<file path="config.mk">
export PLATFORM = sky130hd
export DESIGN_NAME = icmp_echo_responder
export DESIGN_NICKNAME = d
export VERILOG_FILES = /design/src/ier_pkg.sv /design/src/ier_ctrl.sv /design/src/ier_datapath.sv /design/src/icmp_echo_responder.sv
export SDC_FILE = /design/constraint.sdc
export NUM_CORES = 1
export LEC_CHECK = 0
export BUFFER_PORTS_ARGS = -buffer_cell sky130_fd_sc_hd__buf_4
export CAP_MARGIN = 15
export CORE_ASPECT_RATIO = 0.5
export CORE_MARGIN = 2
export CORE_UTILIZATION = 40
export CTS_CLUSTER_DIAMETER = 40
export DETAILED_ROUTE_END_ITERATION = 8
export PLACE_DENSITY = 0.54
export SYNTH_ARGS = -nofsm -noshare
export SYNTH_HDL_FRONTEND = slang
export SYNTH_SLANG_ARGS = --single-unit
</file>
<file path="constraint.sdc">
create_clock -name clk -period 3.78 [get_ports clk]
set_input_delay 0.567 -clock clk [delete_from_list [all_inputs] [get_ports clk]]
set_output_delay 0.567 -clock clk [all_outputs]
set_load 0.05 [all_outputs]
</file>
<file path="src/ier_pkg.sv">
package ier_pkg;

  localparam logic [7:0] TYPE_ECHO_REQUEST = 8'd8;
  localparam logic [7:0] TYPE_ECHO_REPLY   = 8'd0;
  localparam logic [7:0] CODE_ECHO_REPLY   = 8'd0;
  localparam int         HEADER_BYTES      = 8;
  localparam int         SUM_START         = 4;
  localparam int         SUM_W             = 22;

  // reply byte positions in the header
  localparam int IDX_TYPE  = 0;
  localparam int IDX_CODE  = 1;
  localparam int IDX_CK_HI = 2;
  localparam int IDX_CK_LO = 3;

  typedef struct packed {
    logic [7:0]  data_byte;
    logic        last_byte;
    logic [31:0] source_addr;
    logic [31:0] dest_addr;
  } ier_req_t;

  typedef struct packed {
    logic [7:0]  reply_byte;
    logic        reply_last;
    logic [31:0] reply_addr;
  } ier_reply_t;

  typedef struct packed {
    logic ingest;
    logic clear;
    logic fold;
    logic step;
  } ier_cmd_t;

  typedef struct packed {
    logic drop;
    logic emit_last;
  } ier_status_t;

  function automatic logic [15:0] fold_checksum(input logic [SUM_W-1:0] s);
    logic [16:0] s1;
    logic [16:0] s2;
    s1 = {1'b0, s[15:0]} + {11'd0, s[SUM_W-1:16]};
    s2 = {1'b0, s1[15:0]} + {16'd0, s1[16]};
    return ~s2[15:0];
  endfunction

endpackage

</file>
<file path="src/ier_ctrl.sv">
module ier_ctrl import ier_pkg::*; (
  input  logic        clk,
  input  logic        rst,
  input  logic        start,
  input  logic        last_byte,
  input  ier_status_t status,
  output ier_cmd_t    cmd,
  output logic        busy,
  output logic        reply_valid
);

  typedef enum logic [2:0] {
    ST_IDLE = 3'b001,
    ST_FOLD = 3'b010,
    ST_EMIT = 3'b100
  } ier_state_t;

  ier_state_t state, state_next;

  always_ff @(posedge clk) begin
    if (rst) begin
      state <= ST_IDLE;
    end else begin
      state <= state_next;
    end
  end

  always_comb begin
    state_next = state;
    cmd        = '0;
    case (state)
      ST_IDLE: begin
        if (start) begin
          cmd.ingest = 1'b1;
          if (last_byte) begin
            if (status.drop) begin
              cmd.clear = 1'b1;
            end else begin
              state_next = ST_FOLD;
            end
          end
        end
      end
      ST_FOLD: begin
        cmd.fold   = 1'b1;
        state_next = ST_EMIT;
      end
      ST_EMIT: begin
        cmd.step = 1'b1;
        if (status.emit_last) begin
          cmd.clear  = 1'b1;
          state_next = ST_IDLE;
        end
      end
      default: begin
        state_next = ST_IDLE;
      end
    endcase
  end

  assign busy        = (state != ST_IDLE);
  assign reply_valid = (state == ST_EMIT);

endmodule

</file>
<file path="src/ier_datapath.sv">
module ier_datapath import ier_pkg::*; #(
  parameter int BUFFER_BYTES = 64
) (
  input  logic        clk,
  input  logic        rst,
  input  ier_req_t    request,
  input  ier_cmd_t    cmd,
  input  logic        cfg_wr,
  input  logic [31:0] cfg_data,
  output ier_status_t status,
  output ier_reply_t  reply
);

  localparam int CW = $clog2(BUFFER_BYTES + 1);
  localparam int AW = $clog2(BUFFER_BYTES);

  logic [7:0]       mem [BUFFER_BYTES];
  logic [CW-1:0]    count;
  logic [CW-1:0]    idx;
  logic             overflow;
  logic             type_ok;
  logic [SUM_W-1:0] word_sum;
  logic [15:0]      checksum;
  logic [31:0]      local_addr;
  logic [31:0]      reply_addr;
  logic [7:0]       rd_data;

  logic             full;
  logic [CW-1:0]    count_next;
  logic             type_ok_next;
  logic [SUM_W-1:0] word_add;
  logic [CW-1:0]    idx_inc;

  assign full         = (count == CW'(BUFFER_BYTES));
  assign count_next   = full ? count : count + CW'(1);
  assign type_ok_next = (count == '0) ? (request.data_byte == TYPE_ECHO_REQUEST) : type_ok;
  assign word_add     = count[0] ? {{(SUM_W-8){1'b0}}, request.data_byte}
                                 : {{(SUM_W-16){1'b0}}, request.data_byte, 8'd0};
  assign idx_inc      = idx + CW'(1);

  assign status.drop = overflow || full || (count_next < CW'(HEADER_BYTES)) ||
                       !type_ok_next || (request.dest_addr != local_addr);
  assign status.emit_last = (idx_inc == count);

  always_ff @(posedge clk) begin
    if (rst) begin
      local_addr <= '0;
    end else if (cfg_wr) begin
      local_addr <= cfg_data;
    end
  end

  always_ff @(posedge clk) begin
    if (rst || cmd.clear) begin
      count    <= '0;
      overflow <= 1'b0;
      type_ok  <= 1'b0;
      word_sum <= '0;
      idx      <= '0;
    end else if (cmd.ingest) begin
      if (full) begin
        overflow <= 1'b1;
      end else begin
        count   <= count_next;
        type_ok <= type_ok_next;
        if (count >= CW'(SUM_START)) begin
          word_sum <= word_sum + word_add;
        end
      end
    end else if (cmd.step) begin
      idx <= idx_inc;
    end
  end

  always_ff @(posedge clk) begin
    if (cmd.ingest && !full) begin
      mem[count[AW-1:0]] <= request.data_byte;
    end
    if (cmd.ingest && request.last_byte) begin
      reply_addr <= request.source_addr;
    end
    if (cmd.fold) begin
      checksum <= fold_checksum(word_sum);
    end
    rd_data <= mem[idx_inc[AW-1:0]];
  end

  always_comb begin
    reply.reply_addr = reply_addr;
    reply.reply_last = status.emit_last;
    if (idx == CW'(IDX_TYPE)) begin
      reply.reply_byte = TYPE_ECHO_REPLY;
    end else if (idx == CW'(IDX_CODE)) begin
      reply.reply_byte = CODE_ECHO_REPLY;
    end else if (idx == CW'(IDX_CK_HI)) begin
      reply.reply_byte = checksum[15:8];
    end else if (idx == CW'(IDX_CK_LO)) begin
      reply.reply_byte = checksum[7:0];
    end else begin
      reply.reply_byte = rd_data;
    end
  end

endmodule

</file>
<file path="src/icmp_echo_responder.sv">
// The first reply byte is shown in ST_EMIT, entered via ST_FOLD after the last byte.
// Throughput: one request byte per cycle while idle; an answered n-byte message then
// holds busy for one checksum fold and then the emission of its n reply bytes.
// Dropped messages never raise busy. The receiver cannot stall the reply.
// Reset (rst, synchronous): controller idle, message state and local_addr cleared.
module icmp_echo_responder import ier_pkg::*; #(
  parameter int BUFFER_BYTES = 64
) (
  input  logic        clk,
  input  logic        rst,
  input  logic        start,
  output logic        busy,
  input  ier_req_t    request,
  output logic        reply_valid,
  output ier_reply_t  reply,
  input  logic        cfg_valid,
  output logic        cfg_ready,
  input  logic [31:0] cfg_data
);

  ier_cmd_t    cmd;
  ier_status_t status;

  assign cfg_ready = 1'b1;

  ier_ctrl u_ctrl (
    .clk         (clk),
    .rst         (rst),
    .start       (start),
    .last_byte   (request.last_byte),
    .status      (status),
    .cmd         (cmd),
    .busy        (busy),
    .reply_valid (reply_valid)
  );

  ier_datapath #(
    .BUFFER_BYTES (BUFFER_BYTES)
  ) u_datapath (
    .clk      (clk),
    .rst      (rst),
    .request  (request),
    .cmd      (cmd),
    .cfg_wr   (cfg_valid && cfg_ready),
    .cfg_data (cfg_data),
    .status   (status),
    .reply    (reply)
  );

endmodule

</file>
==> results.py <==
metrics = {
    "cts": {
        "numCtsBuffers": 67,
        "post_cts_buffers": 0,
        "worstSkewPairLatency_ns": 0.62,
        "cts_buffer_depth": 3,
        "cts.sinks": 641,
        "cts-root-buf": "clkbuf_16",
        "cts_tree": "built",
        "path_clk_slew_ns": 0.06,
        "htreeDepth": 3,
    },
    "detailed_routing": {
        "ant_nets": 0,
        "first_pass_iters": 5,
        "routed_wl_um": 64600,
        "viasPerCell": 5.38,
        "dr.first_iter.drc_count": 1219,
        "drc": 0,
        "wl_per_cell_um": 23.7,
        "dr_total_vias": 14627,
    },
    "worst_setup_path": {
        "start_kind": "flop",
        "max_stage_delay_ns": 0.40,
        "rr_startpoint": "u_datapath.word_sum[16]$_SDFFE_PP0P_",
        "ff2ff_setup_slack_ns": 0.29,
        "critPathSlowestCell": "fa_2",
        "crit_path_max_fanout": 3,
        "reg2reg_to": "u_datapath.checksum[10]$_DFFE_PP_",
        "ff2ff_path_depth": 15,
        "critical_path_class": "flop to flop",
        "worstPathRequired_ns": 4.14,
        "endpoint_kind": "flop",
        "path_common_cell": "ha_2",
        "crit_chain": "ha_2 > inv_1 > fa_2 > nor2b_4 > o2111ai_2 > and2_4 > nor4_2 > ha_2 > ha_1 > nand2_1 > nor4b_2 > nand3b_1 > o21ai_1 > a21oi_1 > or3_1",
        "cp_data_arrival_time_ns": 3.85,
    },
    "outcome": {
        "status": "complete, no violations",
    },
    "timing": {
        "finClkSkew_ns": 0.0243,
        "setup_viol": 0,
        "max_clock_freq_ghz": 0.287,
        "min_period_ns": 3.49,
        "hold_viol": 0,
        "setup_tns_ns": 0,
        "tightest_slew_ns": 0.882,
        "fin_crit_sh_pct": 92.3,
        "maxSlewHeadroom_pct": 41.0,
        "fin_hold_ws_ns": 0.130,
        "rsz0062_at_grt": "no",
        "drv_slew": 0,
    },
    "final_layout": {
        "drive_gt1_share_pct": 30.0,
        "regArea_um2": 18400,
        "layout_common_cells": "edfxtp_1, buf_4, nor2_1",
        "final_common_cell": "edfxtp_1",
        "antennaDiodeCount": 0,
        "multiInputGateArea_um2": 7970,
        "final_cell_count_no_fill": 2720,
        "final_core_utilization_pct": 47.5,
        "fillers": 5641,
        "final_nets": 1911,
        "syn_to_final_growth_pct": 18.1,
    },
    "min_path": {
        "holdPathStages": 1,
        "hold_path_end": "u_datapath.reply_addr[27]$_DFFE_PP_",
        "hold_start": "request[59]",
        "hold_path_class": "input pin to flop",
    },
    "synthesis": {
        "ys_top_cells_by_area": "edfxtp_1, mux4_2, dfxtp_1",
        "ys_seq_area_share_pct": 68.8,
        "syn_nets": 1684,
        "async_reset_ff_share_pct": 0,
        "synth-edff-count": 560,
        "synthFlopType": "edfxtp_1",
        "syn-cell-area_um2": 26800,
        "yosysWarnings": 0,
        "synth_cell_type_count": 72,
        "synth.largest_area_cell": "edfxtp_1",
        "syn_avg_cell_area_um2": 17.4,
        "syn_inst": 1543,
        "synth-seq-cells": 641,
        "synth_top_area_share_pct": 62.8,
    },
    "pwr": {
        "combPwrFrac_pct": 3.4,
        "power_density_nw_per_um2": 466,
        "power.switching_uw": 3210,
        "pwr-share-clk_pct": 44.0,
        "p_total_uw": 14700,
        "vdd_ir_drop_max_v": 0.000253,
        "cellLeakagePower_uw": 0.0106,
        "internal-power_uw": 11500,
        "seqPwrFrac_pct": 52.6,
        "swShare_pct": 21.8,
    },
    "floorplanning": {
        "core_area_um2": 66600,
        "die-area_um2": 69200,
        "ios": 153,
        "rows": 67,
        "die_w_um": 370,
        "start_util_pct": 40.2,
        "die_y_um": 187,
    },
    "placement": {
        "dpl.hpwl_um": 41800,
        "port_buffers": 151,
        "gp_congestion": 0.822,
        "dp.cells": 2597,
    },
    "global_routing": {
        "grt_max_degree": 89,
        "grt_pass1_wl_um": 96800,
        "grt_pass1_vias": 15007,
        "antenna_found_initial": 0,
        "track_usage_pct": 18.9,
        "gr-total-overflow": 0,
    },
    "job": {
        "maxCapViolations": 0,
    },
}
[layer usage]
metal,global-route usage (%),wire [µm],vias up
met3,3.62,3620,82
met5,0,0,-
met2,30.2,30700,416
met1,26.7,29100,7587
li1,-,-,6542
met4,4.71,1150,0
[cell type report]
class | count | area share [%]
Inverter | 24 | 0.285
Tap cell | 897 | 3.55
Multi-Input combinational cell | 799 | 25.2
Clock buffer | 81 | 5.60
Clock inverter | 41 | 1.17
Sequential cell | 641 | 58.3
Timing Repair Buffer | 237 | 5.87
[state kept, by name, indices dropped and copies added, names as in the netlist]
signal	flops
u_datapath.word_sum	22
u_datapath.checksum	16
u_datapath.overflow	1
u_datapath.idx	7
u_datapath.mem	512
u_datapath.rd_data	8
u_datapath.reply_addr	32
u_datapath.type_ok	1
u_datapath.count	7
u_datapath.local_addr	32
u_ctrl.state	3
[worst max path at each step]
stage,from,endpoint,slack (ns),cells past startpoint
final,u_datapath.word_sum[16]$_SDFFE_PP0P_,u_datapath.checksum[10]$_DFFE_PP_,0.29,15
after global routing,u_datapath.word_sum[16]$_SDFFE_PP0P_,u_datapath.checksum[10]$_DFFE_PP_,0.03,15
after CTS,u_datapath.word_sum[0]$_SDFFE_PP0P_,u_datapath.checksum[14]$_DFFE_PP_,0.1,15
after detailed placement,u_datapath.word_sum[0]$_SDFFE_PP0P_,u_datapath.checksum[14]$_DFFE_PP_,-0.003,15
after global placement,u_datapath.word_sum[0]$_SDFFE_PP0P_,u_datapath.checksum[10]$_DFFE_PP_,0.11,15
after floorplan,u_datapath.idx[0]$_SDFFE_PP0P_,reply[38],-0.16,10
[metrics by stage]
step | worst slack [ns] | instance area [µm²]
after detailed placement | -0.00328 | 29400
after global placement | 0.105 | 29400
after global routing | 0.0259 | 31600
final | 0.290 | 31600
after CTS | 0.0968 | 31600
after floorplan | -0.164 | 26800
[synthesized netlist by cell type, drive strengths merged, types with 23 or more instances]
master  count
a211oi     28
a21oi      38
buf        36
clkbuf     43
dfxtp      81
edfxtp    560
ha         30
inv        23
mux2i      49
mux4      160
nand2      53
nor2      163
xnor2      47
xor2       34
[kinds of logic (layout without fill, tap and decap cells)]
logic type | count (synthesis) | in the layout | synth area share [%]
DFF | 641 | 641 | 68.8
and+or+nand+nor | 344 | 344 | 6.09
muxes | 209 | 209 | 15.3
AOI/OAI and AO/OA | 132 | 132 | 3.81
buffers and inverters | 103 | 383 | 1.72
xor gates and xnor gates | 81 | 81 | 2.70
adders and majority gates | 32 | 32 | 1.55
other | 1 | 1 | 0.0140
[power by group through the flow]
| stage | logic (µW) | clock network, µW | registers, µW |
|---|---|---|---|
| 2_1_floorplan | 172 | 0 | 7960 |
| 3_3_place_gp | 494 | 0 | 7910 |
| 3_5_place_dp | 510 | 0 | 7910 |
| 4_1_cts | 511 | 6650 | 7760 |
| 5_1_grt | 542 | 6930 | 7760 |
| 6_report | 502 | 6480 | 7760 |
[worst max-delay path, delay by kind of cell (launching register included)]
kind / cells / cell delay (ns)
AND/OR/NAND/NOR: 7 / 1.52
adder cells (fa/ha/maj): 4 / 0.98
flip-flops: 1 / 0.34
AO/OA/AOI/OAI: 3 / 0.34
buffers and inverters: 1 / 0.06
[timing repair]
action,in CTS,in global routing
hold buffers,0,0
gates resized for setup,1,11
setup endpoints to repair,1,4
hold endpoints to repair,0,0
pin swaps,0,4
Power figures use the tool's default switching activity.
